==> src/hw/rtl/i2p_pkg.sv <==
`default_nettype none
// Shared types, codes and helper functions of the infix to prefix converter.
// Used by every module of the block; depends on nothing else.

package i2p_pkg;

    localparam int P_MAX_TOKENS = 64;
    localparam int Q_DEPTH      = 4;
    localparam int QAW          = $clog2(Q_DEPTH);
    localparam int QCW          = $clog2(Q_DEPTH + 1);

    localparam logic [2:0] KIND_NUM   = 3'd0;
    localparam logic [2:0] KIND_FUNC  = 3'd1;
    localparam logic [2:0] KIND_OP    = 3'd2;
    localparam logic [2:0] KIND_LPAR  = 3'd3;
    localparam logic [2:0] KIND_RPAR  = 3'd4;

    localparam logic [2:0] CLS_NUM  = 3'd0;
    localparam logic [2:0] CLS_FUNC = 3'd1;
    localparam logic [2:0] CLS_OP   = 3'd2;
    localparam logic [2:0] CLS_LPAR = 3'd3;
    localparam logic [2:0] CLS_RPAR = 3'd4;
    localparam logic [2:0] CLS_DROP = 3'd5;

    localparam logic [1:0] OKIND_NUM  = 2'd0;
    localparam logic [1:0] OKIND_FUNC = 2'd1;
    localparam logic [1:0] OKIND_OP   = 2'd2;

    localparam logic [1:0] ST_OK    = 2'd0;
    localparam logic [1:0] ST_PAREN = 2'd1;
    localparam logic [1:0] ST_OVF   = 2'd2;

    typedef struct packed {
        logic [2:0]  cls;
        logic [1:0]  op;
        logic [15:0] payload;
    } t_ent;

    typedef struct packed {
        t_ent ent;
        logic last;
    } t_qent;

    typedef struct packed {
        logic full;
        logic empty;
    } t_qstat;

    function automatic logic [2:0] f_classify(input logic [2:0] kind);
        logic [2:0] cls;
        case (kind)
            KIND_NUM:  cls = CLS_NUM;
            KIND_FUNC: cls = CLS_FUNC;
            KIND_OP:   cls = CLS_OP;
            KIND_LPAR: cls = CLS_LPAR;
            KIND_RPAR: cls = CLS_RPAR;
            default:   cls = CLS_DROP;
        endcase
        return cls;
    endfunction

    function automatic logic [1:0] f_out_kind(input logic [2:0] cls);
        logic [1:0] k;
        case (cls)
            CLS_FUNC: k = OKIND_FUNC;
            CLS_OP:   k = OKIND_OP;
            default:  k = OKIND_NUM;
        endcase
        return k;
    endfunction

endpackage

`default_nettype wire

==> src/hw/rtl/i2p_front.sv <==
`default_nettype none
// Input stage: takes token transfers, classifies the token kind and holds
// the classified token until the queue takes it. Uses i2p_pkg.

module i2p_front
    import i2p_pkg::*;
(
    input  wire logic        i_clk,
    input  wire logic        i_rst_n,
    input  wire logic        i_in_valid,
    output      logic        o_in_stall,
    input  wire logic [2:0]  i_token_kind,
    input  wire logic [1:0]  i_op_code,
    input  wire logic [15:0] i_payload,
    input  wire logic        i_last,
    input  wire t_qstat      i_qstat,
    output      logic        o_push,
    output      t_qent       o_push_data
);

    logic  r_valid;
    t_qent r_data;
    logic  n_valid;
    logic  take;

    assign o_in_stall  = r_valid && i_qstat.full;
    assign o_push      = r_valid && !i_qstat.full;
    assign o_push_data = r_data;
    assign take        = i_in_valid && !o_in_stall;

    always_comb begin
        n_valid = r_valid;
        if (take) begin
            n_valid = 1'b1;
        end else if (o_push) begin
            n_valid = 1'b0;
        end
    end

    always_ff @(posedge i_clk) begin
        if (!i_rst_n) begin
            r_valid <= 1'b0;
        end else begin
            r_valid <= n_valid;
        end
    end

    always_ff @(posedge i_clk) begin
        if (take) begin
            r_data.ent.cls     <= f_classify(i_token_kind);
            r_data.ent.op      <= i_op_code;
            r_data.ent.payload <= i_payload;
            r_data.last        <= i_last;
        end
    end

endmodule

`default_nettype wire

==> config.mk <==
export PLATFORM = sky130hd
export DESIGN_NAME = i2p_front
export DESIGN_NICKNAME = d
export VERILOG_FILES = /design/src/hw/rtl/i2p_pkg.sv /design/src/hw/rtl/i2p_front.sv
export SDC_FILE = /design/constraint.sdc
export NUM_CORES = 1
export LEC_CHECK = 0
export ABC_AREA = 1
export BUFFER_PORTS_ARGS = -buffer_cell sky130_fd_sc_hd__buf_2
export CORE_UTILIZATION = 41
export CTS_BUF_LIST = sky130_fd_sc_hd__clkbuf_8
export DETAILED_ROUTE_END_ITERATION = 16
export PLACE_DENSITY = 0.87
export SLEW_MARGIN = 20
export SYNTH_ARGS = -nofsm -noshare
export SYNTH_HDL_FRONTEND = slang
export SYNTH_SLANG_ARGS = --single-unit
==> constraint.sdc <==
create_clock -name i_clk -period 2 [get_ports i_clk]
set_input_delay 0.1 -clock i_clk [delete_from_list [all_inputs] [get_ports i_clk]]
set_output_delay 0.1 -clock i_clk [all_outputs]
set_load 0.005 [all_outputs]
After elaboration in Yosys (flattened, before gate mapping)
Index checks and enable logic that the tools add are counted.
W data, S select, Z words.
{ "word_totals": {"latch_bits": 0, "out_inout_bits": 24, "memories": 0, "inputBits": 27, "elab_cells": 19, "mem_bits_rw": 0, "mem_bits_ro": 0, "regBits": 23} }
{ "classes": {"div_mod_pow": 0, "n_reduce_logical": 7, "eq_ne": 4, "n_addsub": 0, "mul": 0, "shift": 0, "n_bitwise": 0, "magnitude_cmp": 0, "muxes": 3} }
{ "op_table": {"columns": ["cell", "count"], "rows": [
  ["$pmux W3 S5", 1],
  ["$eq A3 B2 Y1 const B", 2],
  ["$eq A3 B1 Y1 const B", 1],
  ["$eq A3 B3 Y1 const B", 1],
  ["$logic_and A1 B1 Y1", 3],
  ["$logic_not A3 Y1", 1],
  ["$logic_not A1 Y1", 2],
  ["$mux W1", 2],
  ["$reduce_bool A2 Y1", 1]
]} }

Logic depth before layout (Yosys ltp)
Gate-level depths: netlist (run 1).
{ "logic_depth": {"depth_word": 4, "mapped_depth": 3, "depth_no_buf": 3} }

Least setup slack after synthesis (run 1)
Ideal clock, no wire load.
{ "synth_timing": {"path_kind": "reg-to-reg", "startpoint": "register r_valid", "endpoint": "register r_data, in the netlist o_push_data[0], enable pin", "setup_time_ps": 401, "required_time_ps": 1599, "setup_slack_ps": 239, "period_less_slack_ps": 1761, "arrival_ps": 1360, "path_stages_with_launch": 4, "path_buffers": 0, "path_cell_list": "dfxtp_1 nand2_2 inv_2 nor2_1"} }
{ "synth_between": {"elab_chain_cells": 3} }
{ "synth_rtl": {"columns": ["element", "line", "rtl"], "rows": [
  ["from (decl)", "i2p_front.sv:21", "logic r_valid;"],
  ["from (signal assigned)", "i2p_front.sv:44", "r_valid <= n_valid;"],
  ["$logic_and A1 B1 Y1", "i2p_front.sv:26", "assign o_in_stall = r_valid && i_qstat.full;"],
  ["via o_in_stall", "i2p_front.sv:11", "output logic o_in_stall,"],
  ["$logic_not A1 Y1", "i2p_front.sv:29", "assign take = i_in_valid && !o_in_stall;"],
  ["$logic_and A1 B1 Y1", "i2p_front.sv:29", null],
  ["to (decl)", "i2p_front.sv:22", "t_qent r_data;"]
]} }
The timed path passes the listed nets, and every way through them passes these cells.
A chain may end at the register's enable or synchronous reset.

Worst setup path in the final report (run 1)
{ "layout_timing": {"startpoint": "register r_valid", "endpoint": "register r_data, in the netlist o_push_data[17], enable pin"} }
{ "layout_between": {"elab_chain_cells": 3} }
{ "layout_rtl": {"columns": ["element", "line"], "rows": [
  ["$logic_and A1 B1 Y1", "i2p_front.sv:26"],
  ["$logic_not A1 Y1", "i2p_front.sv:29"],
  ["$logic_and A1 B1 Y1", "i2p_front.sv:29"]
]} }
No other way between the ends.

==> impl_metrics.json, run 1 <==
{
  "numCtsBuffers": 3,
  "holdPathStages": 1,
  "cellPowerDensity_nw_per_um2": 858,
  "r2r_end": "o_push_data[17]",
  "io_pins": 51,
  "wl_per_cell_um": 12.4,
  "cap_violations": 0,
  "drv_slew": 0,
  "ir_drop_mv": 0.511,
  "rsz0062_at_grt": "false",
  "drc": 0,
  "post_cts_buffers": 0,
  "grt_overflow": 0,
  "cts_sinks": 23,
  "netlist_top_cells_area": "edfxtp_1 (90%), dfxtp_1 (2.7%), inv_1 (2.0%), nor2_1 (1.5%), a21oi_2 (1.2%)",
  "nets": 116,
  "detail-route-antenna-nets": 0,
  "routed_via_density": 4.29,
  "ys_ff_latch": 23,
  "post-route-min-period_ps": 1110,
  "die_h_um": 44.4,
  "min_to": "o_push_data[6]",
  "slowest_delay_ps": 330,
  "vias": 480,
  "hold_start": "i_payload[5]",
  "num_antenna_cells": 0,
  "drtIter0Drc": 8,
  "pre_cts_ws_ps": 902,
  "holdBufCountCts": 0,
  "postSynthAreaPerCell_um2": 21.1,
  "start_util": 0.462,
  "port_buffers": 49,
  "cp_cell_sequence": "nand2_2 -> inv_2 -> nor2_2 -> buf_4",
  "finalSetupViolations": 0,
  "yosysSeqAreaShare": 0.924,
  "cp-end-kind": "flop",
  "dieArea_um2": 1970,
  "core-area_um2": 1590,
  "row_count": 14,
  "tns_ps": 0,
  "die-width_um": 44.4,
  "path_clk_slew_ps": 70,
  "grt_util_all_layers": 0.156,
  "synth_cell_types": 9,
  "reg2reg_depth": 4,
  "ys_warn_count": 0,
  "clock_path_buffers": 2,
  "synth_area_leader_cell": "edfxtp_1",
  "status": "complete, no violations",
  "reg2reg_slack_ps": 890,
  "grt_max_degree": 23,
  "gp_congestion": 0.606,
  "critPathRequiredTime_ps": 1940,
  "crit_slowest_cell": "dfxtp_1",
  "path_class": "flop to flop",
  "worstMarginPinSlew_ps": 266,
  "clock_skew_ps": 2.06,
  "slew_headroom": 0.823,
  "syn_inst": 35,
  "cts_tree": "built",
  "cts.root.buffer_cell": "clkbuf_8",
  "hold_viol": 0,
  "dp_hpwl_mm": 1.05,
  "critical_path_arrival_ps": 1060,
  "synth_nets": 62,
  "netlist.area_leader.share": 0.896,
  "p_leak_uw": 0.000490,
  "setup_ws_ps": 888,
  "post-route-period-util": 0.556,
  "htree_levels": 1,
  "max_freq_mhz": 899,
  "syn_to_final_growth_pct": 44.3,
  "synthesis.area_um2": 737,
  "clk_latency_ps": 260,
  "cp-start-kind": "flop",
  "drive_above_1_share": 0.648,
  "cp_max_fo": 22,
  "grt_antenna_before_repair": 0,
  "cts_resized": 0,
  "hold_class": "primary input to flop",
  "finalWirelength_mm": 1.39,
  "grt_pass1_vias": 433,
  "grt_pass1_wl_mm": 1.90,
  "first_pass_iters": 4,
  "worstReg2RegStart": "r_valid"
}
placed cells by master (no fill, tap or decap):
cell type | Yosys | routed
buf_2 | 0 | 49
nor2_2 | 0 | 1
inv_2 | 1 | 1
edfxtp_1 | 22 | 22
buf_4 | 0 | 1
nand2_2 | 1 | 1
clkbuf_8 | 0 | 3
dfxtp_1 | 1 | 1
nor2_1 | 3 | 2
a21oi_2 | 1 | 1
a21o_1 | 1 | 1
inv_1 | 4 | 5
cells in the mapped netlist:
library cell / n
a21oi_2: 1
nor2_1: 3
nand2_2: 1
clkbuf_1: 1
inv_2: 1
dfxtp_1: 1
inv_1: 4
a21o_1: 1
edfxtp_1: 22
how the worst max path moves through the flow:
stage,startpoint,end,slack (ps)
floorplan,r_valid,o_push_data[0],240
global placement,r_valid,o_push_data[8],930
detailed placement,r_valid,o_push_data[16],900
CTS,r_valid,o_push_data[19],890
global route,r_valid,o_push_data[1],830
finish,r_valid,o_push_data[17],890
metrics by stage:
| step | utilization | hold WS (ps) | total power [µW] | instance area (µm²) | std cells |
|---|---|---|---|---|---|
| detailed placement | 0.639 | 278 | 654 | 1020 | 108 |
| CTS | 0.667 | 8.64 | 916 | 1060 | 112 |
| global route | 0.667 | 2.02 | 945 | 1060 | 112 |
| global placement | 0.639 | 277 | 649 | 1020 | 108 |
| floorplan | - | 199 | 599 | 737 | 35 |
| finish | 0.667 | 11.9 | 913 | 1060 | 112 |
power breakdown:
group / internal (µW) / switching, µW / total (µW)
sequential: 561 / 5.68 / 566
combinational: 39.3 / 36.6 / 76.0
clock: 137 / 134 / 271
total: 737 / 176 / 913
flip-flops by register name, summed over array words and instances, names as in the netlist:
register     flops
r_valid          1
o_push_data     22
critical path: cells and delay by family, from the launching register on:
family | cells | cell delay [ps]
flops | 1 | 330
buf+inv | 2 | 310
simple gates | 2 | 150
layout make-up:
cell class / count / area (µm²)
inverters: 5 / 18.8
clock buffers: 3 / 41.3
multi-input cells: 6 / 36.3
well taps: 24 / 30.0
clock inverters: 1 / 3.75
fillers: 121 / 531
repair buffers: 50 / 253
flip-flops and latches: 23 / 681
layer usage:
metal	up-vias	global-route usage	part of all wire
met5	-	0	0
met4	0	0.182	0.038
met3	5	0.102	0.16
met2	42	0.215	0.41
met1	205	0.140	0.39
li1	228	-	-
logic make-up after synthesis:
family,after synthesis,share of synthesized area
flops,23,0.924
buf+inv,6,0.0305
simple gates,4,0.0238
compound gates,2,0.0221
(Power assumes the default switching activity.)
==> run 2: changes to the inputs <==
- clock period: 2 -> 1.05 ns (I/O delays scaled with it)
==> run 2 against run 1 <==
Global-route usage increased by 1.9 points. Worst setup slack got worse by 870 ps. Worst hold slack improved by 24 ps. Sequential cell count unchanged. Sequential share of layout area decreased by 12 points. Maximum frequency increased by 7.7%. Register-to-register slack got worse by 870 ps. Power increased by 99%. Critical path type unchanged. Cell count increased by 19%. Final area increased by 22%. Non-clock buffer count increased by 21. Die area unchanged.
==> impl_metrics.json, run 2 (synthesis gave the netlist of run 1 again) <==
{
  "detail-route-antenna-nets": 0,
  "post-route-period-util": 0.983,
  "hold_class": "primary input to flop",
  "die-width_um": 44.4,
  "htree_levels": 1,
  "clock_path_buffers": 2,
  "wl_per_cell_um": 11.6,
  "worstSetupStartpoint": "r_valid",
  "hold_viol": 0,
  "cts_tree": "built",
  "drtIter0Drc": 4,
  "grt_max_degree": 14,
  "grt_pass1_wl_mm": 2.31,
  "clock_skew_ps": 2.45,
  "finalSetupViolations": 0,
  "nets": 137,
  "finalWirelength_mm": 1.54,
  "grt_util_all_layers": 0.175,
  "slew_headroom": 0.901,
  "path_clk_slew_ps": 70,
  "route.met2.wl_um": 870,
  "critical_path_arrival_ps": 1010,
  "io_pins": 51,
  "wl_met3_um": 132,
  "die_h_um": 44.4,
  "critPathRequiredTime_ps": 1030,
  "ir_drop_mv": 1.15,
  "p_leak_uw": 0.000588,
  "reg2reg_slack_ps": 20,
  "grt_antenna_before_repair": 0,
  "rsz0062_at_grt": "true",
  "cap_violations": 0,
  "drt-met1-wl_um": 529,
  "start_util": 0.462,
  "cp-end-kind": "flop",
  "r2r_end": "o_push_data[14]",
  "power.total_uw": 1820,
  "clk_latency_ps": 250,
  "core-area_um2": 1590,
  "vias": 548,
  "cp-start-kind": "flop",
  "grt_pass1_vias": 565,
  "grt_overflow": 0,
  "gp_congestion": 0.674,
  "hold_slack_ps": 35.8,
  "port_buffers": 49,
  "row_count": 14,
  "cts_sinks": 23,
  "max_freq_mhz": 969,
  "drc": 0,
  "reg2reg_depth": 4,
  "dieArea_um2": 1970,
  "worstMarginPinSlew_ps": 148,
  "tns_ps": 0,
  "drive_above_1_share": 0.541,
  "n_fill_cell": 88,
  "syn_to_final_growth_pct": 76.7,
  "crit_end": "o_push_data[14]",
  "post-route-min-period_ps": 1030,
  "cellPowerDensity_nw_per_um2": 1400,
  "first_pass_iters": 4,
  "path_class": "flop to flop",
  "routed_via_density": 4.12,
  "worstReg2RegStart": "r_valid",
  "largest_register_ffs": 22,
  "layout_common_cells": "buf_2 (49), edfxtp_1 (22), dlygate4sd3_1 (20), inv_1 (5), clkbuf_8 (3)",
  "drv_slew": 0,
  "num_antenna_cells": 0,
  "status": "complete, no violations",
  "highest_layer": "met4",
  "cp_max_fo": 13,
  "numCtsBuffers": 3,
  "final_common_cell": "buf_2",
  "cts.root.buffer_cell": "clkbuf_8"
}
## run 2: power by group
group          leakage, µW  switching [µW]  total [µW]  internal [µW]
registers         0.000221            12.1        1080           1070
logic             0.000340            84.4         225            140
clock network    0.0000269             253         513            260
total             0.000588             350        1820           1470
## run 2: critical path, cell delays in order (launching register included)
cell,delay [ps]
dfxtp_2,330
nand2_2,80
inv_2,50
nor2_4,140
buf_12,160
## run 2: worst min-delay path by stage
stage,cells past startpoint,endpoint,startpoint
floorplan,1,o_push,i_qstat[1]
global placement,1,o_push_data[8],i_payload[7]
detailed placement,1,o_push_data[4],i_payload[3]
CTS,3,r_valid,i_rst_n
global route,3,r_valid,i_rst_n
finish,3,r_valid,i_rst_n
## run 2: per-layer routing
layer / GRT usage / vias up
met4: 0.0909 / 0
met5: 0 / -
met2: 0.341 / 36
met3: 0.0449 / 2
met1: 0.162 / 239
li1: - / 271
## run 2: area by class of cell
type / count / area (µm²) / area share
Timing Repair Buffer: 71 / 485 / 0.373
Tap cell: 24 / 30.0 / 0.0231
Sequential cell: 23 / 682 / 0.524
Clock inverter: 1 / 3.75 / 0.00288
Clock buffer: 3 / 41.3 / 0.0317
Multi-Input combinational cell: 6 / 41.3 / 0.0317
Inverter: 5 / 18.8 / 0.0144
## run 2: stage by stage
step / utilization / cells / setup WS, ps / cell area, µm²
global placement: 0.662 / 109 / 53.1 / 1060
finish: 0.817 / 133 / 17.6 / 1300
floorplan: - / 35 / -97.2 / 744
CTS: 0.816 / 133 / 16.9 / 1300
global route: 0.817 / 133 / -23.2 / 1300
detailed placement: 0.662 / 109 / 24.2 / 1060
## run 2: repair_timing
item | in CTS | in global routing
setup buffers | 0 | 0
endpoints found under the hold margin | 20 | 0
hold buffers | 20 | 0
gates resized for setup | 0 | 1
setup endpoints to repair | 0 | 22
