--- config.mk ---
export PLATFORM = sky130hd
export DESIGN_NAME = i2p_queue
export DESIGN_NICKNAME = d
export VERILOG_FILES = /design/src/hw/rtl/i2p_pkg.sv /design/src/hw/rtl/i2p_queue.sv
export SDC_FILE = /design/constraint.sdc
export NUM_CORES = 1
export LEC_CHECK = 0
export BUFFER_PORTS_ARGS = -buffer_cell sky130_fd_sc_hd__buf_2
export CAP_MARGIN = 20
export CELL_PAD_IN_SITES_DETAIL_PLACEMENT = 1
export CELL_PAD_IN_SITES_GLOBAL_PLACEMENT = 1
export CORE_MARGIN = 8
export CORE_UTILIZATION = 40
export DETAILED_ROUTE_END_ITERATION = 12
export HOLD_SLACK_MARGIN = 0.15
export PLACE_DENSITY = 0.77
export SETUP_SLACK_MARGIN = 0.5
export SLEW_MARGIN = 25
export SYNTH_ARGS = -nofsm -noshare
export SYNTH_HDL_FRONTEND = slang
export SYNTH_SLANG_ARGS = --single-unit
--- constraint.sdc ---
create_clock -name i_clk -period 2 [get_ports i_clk]
set_clock_uncertainty 0.15 [all_clocks]
set_input_delay 0.5 -clock i_clk [delete_from_list [all_inputs] [get_ports i_clk]]
set_output_delay 0.5 -clock i_clk [all_outputs]
set_load 0.02 [all_outputs]
--- src/hw/rtl/i2p_pkg.sv ---
`default_nettype none
// Shared types, codes and helper functions of the infix to prefix converter.
// Used by every module of the block; depends on nothing else.

package i2p_pkg;

    localparam int P_MAX_TOKENS = 64;
    localparam int Q_DEPTH      = 4;
    localparam int QAW          = $clog2(Q_DEPTH);
    localparam int QCW          = $clog2(Q_DEPTH + 1);

    localparam logic [2:0] KIND_NUM   = 3'd0;
    localparam logic [2:0] KIND_FUNC  = 3'd1;
    localparam logic [2:0] KIND_OP    = 3'd2;
    localparam logic [2:0] KIND_LPAR  = 3'd3;
    localparam logic [2:0] KIND_RPAR  = 3'd4;

    localparam logic [2:0] CLS_NUM  = 3'd0;
    localparam logic [2:0] CLS_FUNC = 3'd1;
    localparam logic [2:0] CLS_OP   = 3'd2;
    localparam logic [2:0] CLS_LPAR = 3'd3;
    localparam logic [2:0] CLS_RPAR = 3'd4;
    localparam logic [2:0] CLS_DROP = 3'd5;

    localparam logic [1:0] OKIND_NUM  = 2'd0;
    localparam logic [1:0] OKIND_FUNC = 2'd1;
    localparam logic [1:0] OKIND_OP   = 2'd2;

    localparam logic [1:0] ST_OK    = 2'd0;
    localparam logic [1:0] ST_PAREN = 2'd1;
    localparam logic [1:0] ST_OVF   = 2'd2;

    typedef struct packed {
        logic [2:0]  cls;
        logic [1:0]  op;
        logic [15:0] payload;
    } t_ent;

    typedef struct packed {
        t_ent ent;
        logic last;
    } t_qent;

    typedef struct packed {
        logic full;
        logic empty;
    } t_qstat;

    function automatic logic [2:0] f_classify(input logic [2:0] kind);
        logic [2:0] cls;
        case (kind)
            KIND_NUM:  cls = CLS_NUM;
            KIND_FUNC: cls = CLS_FUNC;
            KIND_OP:   cls = CLS_OP;
            KIND_LPAR: cls = CLS_LPAR;
            KIND_RPAR: cls = CLS_RPAR;
            default:   cls = CLS_DROP;
        endcase
        return cls;
    endfunction

    function automatic logic [1:0] f_out_kind(input logic [2:0] cls);
        logic [1:0] k;
        case (cls)
            CLS_FUNC: k = OKIND_FUNC;
            CLS_OP:   k = OKIND_OP;
            default:  k = OKIND_NUM;
        endcase
        return k;
    endfunction

endpackage

`default_nettype wire

--- src/hw/rtl/i2p_queue.sv ---
`default_nettype none
// Short queue between the input stage and the conversion engine.
// Uses i2p_pkg for the entry type and depth.

module i2p_queue
    import i2p_pkg::*;
(
    input  wire logic   i_clk,
    input  wire logic   i_rst_n,
    input  wire logic   i_push,
    input  wire t_qent  i_push_data,
    input  wire logic   i_pop,
    output      t_qent  o_head,
    output      t_qstat o_qstat
);

    t_qent            r_mem [Q_DEPTH];
    logic [QAW-1:0]   r_wr;
    logic [QAW-1:0]   r_rd;
    logic [QCW-1:0]   r_cnt;

    assign o_head        = r_mem[r_rd];
    assign o_qstat.full  = (r_cnt == QCW'(Q_DEPTH));
    assign o_qstat.empty = (r_cnt == '0);

    always_ff @(posedge i_clk) begin
        if (!i_rst_n) begin
            r_wr  <= '0;
            r_rd  <= '0;
            r_cnt <= '0;
        end else begin
            if (i_push) begin
                r_wr <= (r_wr == QAW'(Q_DEPTH - 1)) ? '0 : r_wr + 1'b1;
            end
            if (i_pop) begin
                r_rd <= (r_rd == QAW'(Q_DEPTH - 1)) ? '0 : r_rd + 1'b1;
            end
            if (i_push && !i_pop) begin
                r_cnt <= r_cnt + 1'b1;
            end else if (i_pop && !i_push) begin
                r_cnt <= r_cnt - 1'b1;
            end
        end
    end

    always_ff @(posedge i_clk) begin
        if (i_push) begin
            r_mem[r_wr] <= i_push_data;
        end
    end

endmodule

`default_nettype wire

# Word-level counts from Yosys, hierarchy flattened

Memory sizes are Yosys's and may differ from the RTL's. A register that Yosys moved wholly into a read port is not among the register bits.
Cells that the tools add are included.
Widths: inputs -> output; s select.

Muxes and demuxes: 8
Add/subtract/negate cells: 4
Reduce and logical (&&, ||, !) cells: 6
Equality and inequality tests: 3

Operators with widths:

| kind                | number |
|---|---|
| $mux 2              | 4 |
| $mux 3              | 2 |
| $add 2x1->2 const B | 2 |
| $eq 2x2->1 const B  | 2 |
| $add 3x1->3 const B | 1 |
| $eq 3x3->1 const B  | 1 |
| $logic_not 3->1     | 1 |
| $sub 3x1->3 const B | 1 |
| $logic_and 1x1->1   | 2 |
| $logic_not 1->1     | 2 |
| $mux 1              | 2 |
| $reduce_bool 2->1   | 1 |

Flip-flop bits (word level): 7
RAM bits: 88
Input port bits: 26
Output and inout port bits: 24
Memories: 1

Memory list:

| name  | words | width | read ports | clocked after Yosys merged registers in | wr ports | RTL line        | RTL |
|---|---|---|---|---|---|---|---|
| r_mem | 4     | 22    | 1          | 1                                       | 1        | i2p_queue.sv:17 | `t_qent r_mem [Q_DEPTH];` |

# Logic depth before layout (Yosys ltp)

Gate-level depths: netlist (run 1).

Depth after elaboration: 4
Depth in mapped cells: 7
Depth with buffers taken out: 7

# Worst setup path after synthesis (run 1)

OpenSTA, ideal clock, no wires.

Kind: in2reg
From: input port i_pop
To: register r_cnt[2]
Arrival: 1.704 ns
Library setup time: 0.076 ns
Required time: 1.774 ns
Slack: 0.071 ns
Stages: 7
Buffers on the path: 0
Path through: inv_1 > ha_1 > inv_1 > fa_1 > xor2_1 > or3_1 > a21boi_0

Word-level cells in the longest chain between the ends: 3
Elaborated cells on any way between the ends: 5

Ends and longest elaborated chain:

| item                                               | RTL line        | RTL |
|---|---|---|
| from (decl)                                        | i2p_queue.sv:12 | `input wire logic i_pop,` |
| $logic_not 1->1                                    | i2p_queue.sv:38 | `if (i_push && !i_pop) begin` |
| $logic_and 1x1->1                                  | i2p_queue.sv:38 |  |
| $mux 3 / $reduce_bool 2->1 (equally long branches) | n/a             |  |
| to (signal assigned)                               | i2p_queue.sv:39 | `r_cnt <= r_cnt + 1'b1;` |
| to (signal assigned)                               | i2p_queue.sv:41 | `r_cnt <= r_cnt - 1'b1;` |
| to (decl)                                          | i2p_queue.sv:20 | `logic [QCW-1:0] r_cnt;` |

Several ways; a longest one is shown, not always the timed one.
A chain may end at the register's enable or synchronous reset.

==> metrics.log, run 1 <==
[metrics] maximum fanout along the worst path: 8
[metrics] cell leakage power: around 1.6 nW
[metrics] via count normalized by instance count: about 5.0
[metrics] Core Util, Final: 0.523
[metrics] clock latency of the later-clocked register in the worst-skew pair: roughly 350 ps
[metrics] Clock Path Buffers: 2
[metrics] number of buffers added by the clock tree synthesis step: 9
[metrics] crit path launch type: flop
[metrics] Std-Cell Rows: 34
[metrics] Die Outline Area: 12,400 µm²
[metrics] required time of the critical path: 1350 ps
[metrics] cell with the most instances after synthesis: sky130_fd_sc_hd__edfxtp_1
[metrics] height of the die: 111 µm
[metrics] number of search-and-repair iterations in the first detailed-routing pass: 4
[metrics] count of unique library cells instantiated by Yosys: 21
[metrics] number of I/O port buffers: about 50
[metrics] top post-synthesis cells by area: sky130_fd_sc_hd__edfxtp_1, sky130_fd_sc_hd__mux4_2, sky130_fd_sc_hd__dfxtp_1
[metrics] FF+latch count, synth: 97
[metrics] worst ir drop on vdd: between 0.4 and 0.5 mV
[metrics] share of synthesized area occupied by flip-flops and latches: 0.776
[metrics] TritonCTS clock tree: yes
[metrics] sinks on the clock net: between 90 and 100
[metrics] Clk pwr share: 0.316
[metrics] Fillers: 813
[metrics] area of the core: approximately 8800 µm²
[metrics] maximum level of the CTS H-tree: 3
[metrics] internal power summed over all cells: roughly 3.3 mW
[metrics] Initial Util: 0.415
[metrics] area overhead of the layout relative to synthesis: 26.2%
[metrics] number of antenna violations at the first check in global routing: 0
[metrics] RSZ-0062 raised after global routing: true
[metrics] detail-routed net length per standard cell: between 15 and 20 µm
[metrics] synth warn: 0
[metrics] number of DRC violations after detailed-routing iteration 0: between 50 and 60
[metrics] remaining number of nets flagged by the antenna check after routing: 0
[metrics] Worst Tran Pin Value: ~220 ps
[metrics] total placed cells including tap cells: between 300 and 400
[metrics] Post-Syn Area: 3640 µm²
[metrics] cell chosen for the clock root: sky130_fd_sc_hd__clkbuf_8
[metrics] Critical Path Sink Type: output port
[metrics] Final #Nets: 263
[metrics] routability cong.: 0.646
[metrics] number of global-route vias before repair: 1,952
[metrics] type of the worst setup path: reg2out
[metrics] final total power: ~4.3 mW
[metrics] non-filler cells in the finished layout: between 300 and 400
[metrics] data arrival time of the worst path: around 1600 ps
[metrics] number of max-slew violations in the final report: 0
[metrics] die width: between 100 and 150 µm
[metrics] average footprint of a synthesized cell: around 23 µm²
[metrics] post-route setup TNS: -4690 ps
[metrics] Antenna diodes: 0
[metrics] ys flop type: sky130_fd_sc_hd__edfxtp_1
[metrics] Post-Route WL: between 6000 and 7000 µm
[metrics] EDFF count, synth: just under 90
[metrics] final setup margin: -243 ps
[metrics] peak clock frequency supported by timing: between 0.4 and 0.5 GHz
[metrics] Post-synth top cells: sky130_fd_sc_hd__edfxtp_1, sky130_fd_sc_hd__mux4_2, sky130_fd_sc_hd__dfxtp_1
[metrics] Setup-failing EPs final: 22
[metrics] total grt overflow: 0
[metrics] PD cells: ~950 nW/µm²
[metrics] IO Count: 50
[metrics] proportion of power drawn by combinational gates: 0.140
[metrics] worst slew margin relative to its limit: 0.855
[metrics] fraction of final layout cells sized beyond drive strength 1: 0.498
[metrics] net switching fraction of the power: 0.229
[metrics] final critical-path share of the clock period: 1.12
[metrics] relative contribution of sequential cells to total power: 0.544
[metrics] max_cap viols: 0
[metrics] most area-hungry cell type in the Yosys netlist: sky130_fd_sc_hd__edfxtp_1
[metrics] largest net degree at the start of global routing: 23
[metrics] portion of synthesized cell area occupied by the leading cell type: 0.727
[metrics] Switching Power: 0.995 mW
[metrics] Synthesized Nets: roughly 190
[metrics] status: finished with violations
[metrics] FFs w/ async S/R, synth: 0
[metrics] placed cell area: between 4000 and 5000 µm²
[metrics] via total after detailed routing: around 1,700
[metrics] gr usage total: 0.111
[metrics] kind of path behind the tightest hold check: in2reg
[metrics] clock transition at the registers of the reported paths: 100 ps
[metrics] number of hold violations in the final report: 0
[metrics] HPWL after DPL: 4640 µm
[metrics] violations in the final reports: setup timing
[metrics] DRC errors left: 0
[metrics] cells after synthesis: ~160
[metrics] post-layout minimum cycle time: between 2000 and 2500 ps
[metrics] final instance area: approximately 4600 µm²
[metrics] wire length of the first global-routing pass: around 11,000 µm
[power by group through the flow]
stage	clock, mW	sequential (mW)	combinational [mW]
after floorplan	0	2.39	0.318
after global placement	0	2.39	0.509
after detailed placement	0	2.40	0.524
after CTS	1.40	2.36	0.624
after global routing	1.47	2.37	0.654
final	1.37	2.36	0.608
[worst max-delay path: stages, from the launching register on]
cell and delay [ps]:
sky130_fd_sc_hd__dfxtp_4 400, sky130_fd_sc_hd__buf_12 150, sky130_fd_sc_hd__mux4_2 530, sky130_fd_sc_hd__buf_6 160
[per-stage QoR]
stage | hold slack, ps | setup WS, ps
after floorplan | 318 | 190
after global placement | 342 | 3.63
after detailed placement | 373 | -95.8
after CTS | 189 | -258
after global routing | 178 | -294
final | 202 | -243
[final cells by class]
type | instances | area (µm²) | area share
clock buffers | 10 | 128 | 0.0278
clock inverters | 6 | 91.3 | 0.0199
inverters | 4 | 27.5 | 0.00600
multi-input cells | 53 | 788 | 0.172
flip-flops and latches | 97 | 2840 | 0.619
well taps | 108 | 135 | 0.0295
repair buffers | 65 | 577 | 0.126
[layer usage]
metal	up-vias	track usage	wire [µm]
li1	789	-	-
met1	884	0.130	2950
met2	33	0.183	3330
met3	8	0.0349	338
met4	0	0.0507	76
met5	-	0	0
[kinds of logic (layout without fill, tap and decap cells)]
family | after synthesis | count (layout) | synth area share
flops | 97 | 97 | 0.776
buf+inv | 8 | 85 | 0.0131
xor+xnor | 2 | 2 | 0.00482
simple gates | 15 | 15 | 0.0248
fa+ha+maj | 7 | 7 | 0.0262
mux | 26 | 26 | 0.149
compound gates | 3 | 3 | 0.00551
[placed cells by master (no fill, tap or decap)]
| cell type | instances |
|---|---|
| sky130_fd_sc_hd__a21boi_1 | 1 |
| sky130_fd_sc_hd__or3_1 | 1 |
| sky130_fd_sc_hd__o21a_1 | 1 |
| sky130_fd_sc_hd__bufinv_16 | 2 |
| sky130_fd_sc_hd__and2_1 | 1 |
| sky130_fd_sc_hd__and2_2 | 4 |
| sky130_fd_sc_hd__clkinv_1 | 1 |
| sky130_fd_sc_hd__fa_2 | 1 |
| sky130_fd_sc_hd__ha_1 | 5 |
| sky130_fd_sc_hd__buf_6 | 23 |
| sky130_fd_sc_hd__dfxtp_1 | 3 |
| sky130_fd_sc_hd__nor2b_1 | 5 |
| sky130_fd_sc_hd__clkbuf_1 | 1 |
| sky130_fd_sc_hd__dfxtp_2 | 2 |
| sky130_fd_sc_hd__inv_2 | 1 |
| sky130_fd_sc_hd__nor3b_2 | 1 |
| sky130_fd_sc_hd__inv_12 | 1 |
| sky130_fd_sc_hd__clkinvlp_4 | 1 |
| sky130_fd_sc_hd__mux2i_1 | 4 |
| sky130_fd_sc_hd__edfxtp_1 | 88 |
| sky130_fd_sc_hd__clkbuf_8 | 9 |
| sky130_fd_sc_hd__buf_12 | 5 |
| sky130_fd_sc_hd__nor3_1 | 1 |
| sky130_fd_sc_hd__xor2_1 | 1 |
| sky130_fd_sc_hd__buf_2 | 24 |
| sky130_fd_sc_hd__mux4_2 | 22 |
| sky130_fd_sc_hd__inv_8 | 1 |
| sky130_fd_sc_hd__o21ai_0 | 1 |
| sky130_fd_sc_hd__inv_1 | 2 |
| sky130_fd_sc_hd__buf_4 | 13 |
| sky130_fd_sc_hd__clkinv_4 | 1 |
| sky130_fd_sc_hd__nor2_1 | 1 |
| sky130_fd_sc_hd__xnor2_1 | 1 |
| sky130_fd_sc_hd__ha_4 | 1 |
| sky130_fd_sc_hd__dfxtp_4 | 4 |
| sky130_fd_sc_hd__nor3_2 | 1 |
[registers in the layout (all words and copies together), names as in the netlist, named ones only]
name   count
r_mem     88
r_cnt      3
r_rd       2
r_wr       2
[path summary, 6_finish.rpt]
check / from / endpoint / slack [ps] / depth (start not counted)
worst min-delay path: i_push_data[9] / r_mem[0][9]$_DFFE_PP_ / 200 / 1
worst max-delay path: flop / o_head[2] / -240 / 3
worst min register to register: r_cnt[2]$_SDFFE_PN0P_ / r_cnt[2]$_SDFFE_PN0P_ / 370 / 2
worst max register to register: r_cnt[0]$_SDFFE_PN0P_ / r_cnt[2]$_SDFFE_PN0P_ / 410 / 4
[repair_timing]
| item | in CTS | in global routing |
|---|---|---|
| gates resized for setup | 57 | 3 |
| buffers inserted | 1 | 0 |
| setup endpoints to repair | 69 | 43 |
| pin swaps | 1 | 4 |
| hold buffers | 0 | 0 |
Note: power is estimated with default switching activity, not from simulation.
==> run 2, diff against run 1 <==
==> constraint.sdc (replaced) <==
create_clock -name i_clk -period 2.2 [get_ports i_clk]
set_clock_uncertainty 0.15 [all_clocks]
set_input_delay 0.55 -clock i_clk [delete_from_list [all_inputs] [get_ports i_clk]]
set_output_delay 0.55 -clock i_clk [all_outputs]
set_load 0.02 [all_outputs]
==> metrics.log, run 2 (synthesized netlist as in run 1, its figures left out) <==
[metrics] maximum fanout along the worst path: 9
[metrics] TritonCTS clock tree: yes
[metrics] HPWL after DPL: 4670 µm
[metrics] worst hold stages: 1
[metrics] peak clock frequency supported by timing: roughly 0.44 GHz
[metrics] sinks on the clock net: between 90 and 100
[metrics] Initial Util: 0.415
[metrics] Switching Power: about 0.90 mW
[metrics] IO Count: 50
[metrics] type of the worst setup path: reg2out
[metrics] height of the die: ~110 µm
[metrics] crit path launch type: flop
[metrics] number of hold violations in the final report: 0
[metrics] Worst path slowest cell: sky130_fd_sc_hd__mux4_2
[metrics] Die Outline Area: 12,400 µm²
[metrics] status: finished with violations
[metrics] Setup-failing EPs final: 22
[metrics] PD cells: slightly above 800 nW/µm²
[metrics] required time of the critical path: approximately 1500 ps
[metrics] fraction of final layout cells sized beyond drive strength 1: 0.481
[metrics] detail-routed net length per standard cell: roughly 20 µm
[metrics] kind of path behind the tightest hold check: in2reg
[metrics] cell leakage power: approximately 1.5 nW
[metrics] slack of the worst reg-to-reg path: between 500 and 600 ps
[metrics] Post-Route WL: approximately 6800 µm
[metrics] number of buffers added by the clock tree synthesis step: 9
[metrics] area overhead of the layout relative to synthesis: 22.8%
[metrics] routability cong.: between 0.6 and 0.7
[metrics] largest register by flop count: r_mem
[metrics] number of I/O port buffers: 49
[metrics] relative contribution of sequential cells to total power: 0.584
[metrics] FF-to-FF Start: r_cnt[0]$_SDFFE_PN0P_
[metrics] number of antenna violations at the first check in global routing: 0
[metrics] via count normalized by instance count: approximately 5
[metrics] internal power summed over all cells: between 2 and 3 mW
[metrics] die width: 111 µm
[metrics] top library cells by usage in the layout, fill and taps aside: sky130_fd_sc_hd__edfxtp_1, sky130_fd_sc_hd__buf_2, sky130_fd_sc_hd__mux4_2, sky130_fd_sc_hd__buf_6, sky130_fd_sc_hd__buf_4
[metrics] largest net degree at the start of global routing: 23
[metrics] cell breakdown of the critical path: buf_12 -> mux4_2 -> buf_2
[metrics] DRC errors left: 0
[metrics] number of search-and-repair iterations in the first detailed-routing pass: 4
[metrics] Std-Cell Rows: 34
[metrics] Final #Nets: ~260
[metrics] total grt overflow: 0
[metrics] wire length of the first global-routing pass: about 11,000 µm
[metrics] final total power: 3.68 mW
[metrics] largest registers: r_mem: 88 flops, r_cnt: 3 flops
[metrics] endpoint of the most critical register-to-register path: r_cnt[2]$_SDFFE_PN0P_
[metrics] startpoint of the lowest-slack hold path: i_push_data[8]
[metrics] final critical-path share of the clock period: 1.04
[metrics] gr usage total: 0.110
[metrics] RSZ-0062 raised after global routing: true
[metrics] via total after detailed routing: between 1,500 and 2,000
[metrics] Worst Tran Pin Value: about 380 ps
[metrics] most common cell after layout, fill and taps aside: sky130_fd_sc_hd__edfxtp_1
[metrics] worst min-delay path endpoint: r_mem[0][8]$_DFFE_PP_
[metrics] final setup margin: -94.1 ps
[metrics] cell chosen for the clock root: sky130_fd_sc_hd__clkbuf_8
[metrics] number of max-slew violations in the final report: 0
[metrics] Core Util, Final: 0.510
[metrics] Worst Reg2Reg Path Length in Cells: 5
[metrics] worst slew margin relative to its limit: 0.747
[metrics] net switching fraction of the power: 0.244
[metrics] area of the core: approximately 8800 µm²
[metrics] clock latency of the later-clocked register in the worst-skew pair: around 340 ps
[metrics] max_cap viols: 0
[metrics] Critical Path Sink Type: output port
[metrics] number of flip-flops in the largest register: 88
[metrics] number of global-route vias before repair: 1,893
[metrics] remaining number of nets flagged by the antenna check after routing: 0
[metrics] worst ir drop on vdd: around 0.3 mV
[metrics] clock transition at the registers of the reported paths: about 100 ps
[metrics] proportion of power drawn by combinational gates: 0.142
[metrics] Clock Path Buffers: 2
[metrics] post-layout minimum cycle time: between 2000 and 2500 ps
[metrics] number of DRC violations after detailed-routing iteration 0: between 50 and 60
[metrics] maximum level of the CTS H-tree: 3
[metrics] violations in the final reports: setup timing
[metrics] Antenna diodes: 0
[metrics] Clk pwr share: 0.274
[metrics] data arrival time of the worst path: 1590 ps
[metrics] maximum cell stage delay along the critical path: ~520 ps
[run 2: power by group through the flow]
stage / sequential, mW / clock (mW) / combinational [mW]
3_5_place_dp: 2.19 / 0 / 0.466
2_1_floorplan: 2.17 / 0 / 0.286
6_report: 2.15 / 1.01 / 0.524
3_3_place_gp: 2.18 / 0 / 0.451
5_1_grt: 2.16 / 1.11 / 0.563
4_1_cts: 2.15 / 1.04 / 0.521
[run 2: cell type report]
class                   count  area (µm²)
clock buffers              10         128
clock inverters             6        42.5
fillers                   816        4300
inverters                   4        17.5
multi-input cells          53         791
flip-flops and latches     97        2840
well taps                 108         135
repair buffers             65         515
[run 2: how the worst max path moves through the flow]
stage                     cells past startpoint                    end  start  slack, ps
after floorplan                               7  r_cnt[2]$_SDFFE_PN0P_  i_pop        320
after global placement                        8  r_cnt[2]$_SDFFE_PN0P_  i_pop        160
after detailed placement                      8  r_cnt[2]$_SDFFE_PN0P_  i_pop         70
after CTS                                     3              o_head[3]   flop       -130
after global routing                          3              o_head[3]   flop       -170
final                                         3              o_head[3]   flop        -90
[run 2: repair_timing]
item	4_1_cts	5_1_grt
hold buffers	0	0
pin swaps	4	2
buffers inserted	4	0
endpoints found under the hold margin	0	0
setup endpoints to repair	25	30
resized for setup	24	10
[run 2: worst max-delay path, delay by kind of cell, from the launching register on]
kind / cells / cell delay (ps)
muxes: 1 / 520
buffers and inverters: 2 / 330
DFF: 1 / 400
[run 2: layer usage]
layer | share of wire | routed length [µm] | track usage
met2 | 0.52 | 3480 | 0.184
met3 | 0.050 | 336 | 0.0386
met1 | 0.43 | 2870 | 0.129
met4 | 0.0093 | 63 | 0.0373
met5 | 0 | 0 | 0
[run 2: through the flow]
stage	instances	hold slack [ps]	setup slack (ps)	cell area, µm²	TNS (ps)
3_5_place_dp	323	378	71.7	4150	0
2_1_floorplan	158	319	324	3660	0
3_3_place_gp	323	343	163	4150	0
6_report	343	262	-94.1	4470	-1300
4_1_cts	343	244	-128	4430	-2040
5_1_grt	343	242	-168	4470	-2640
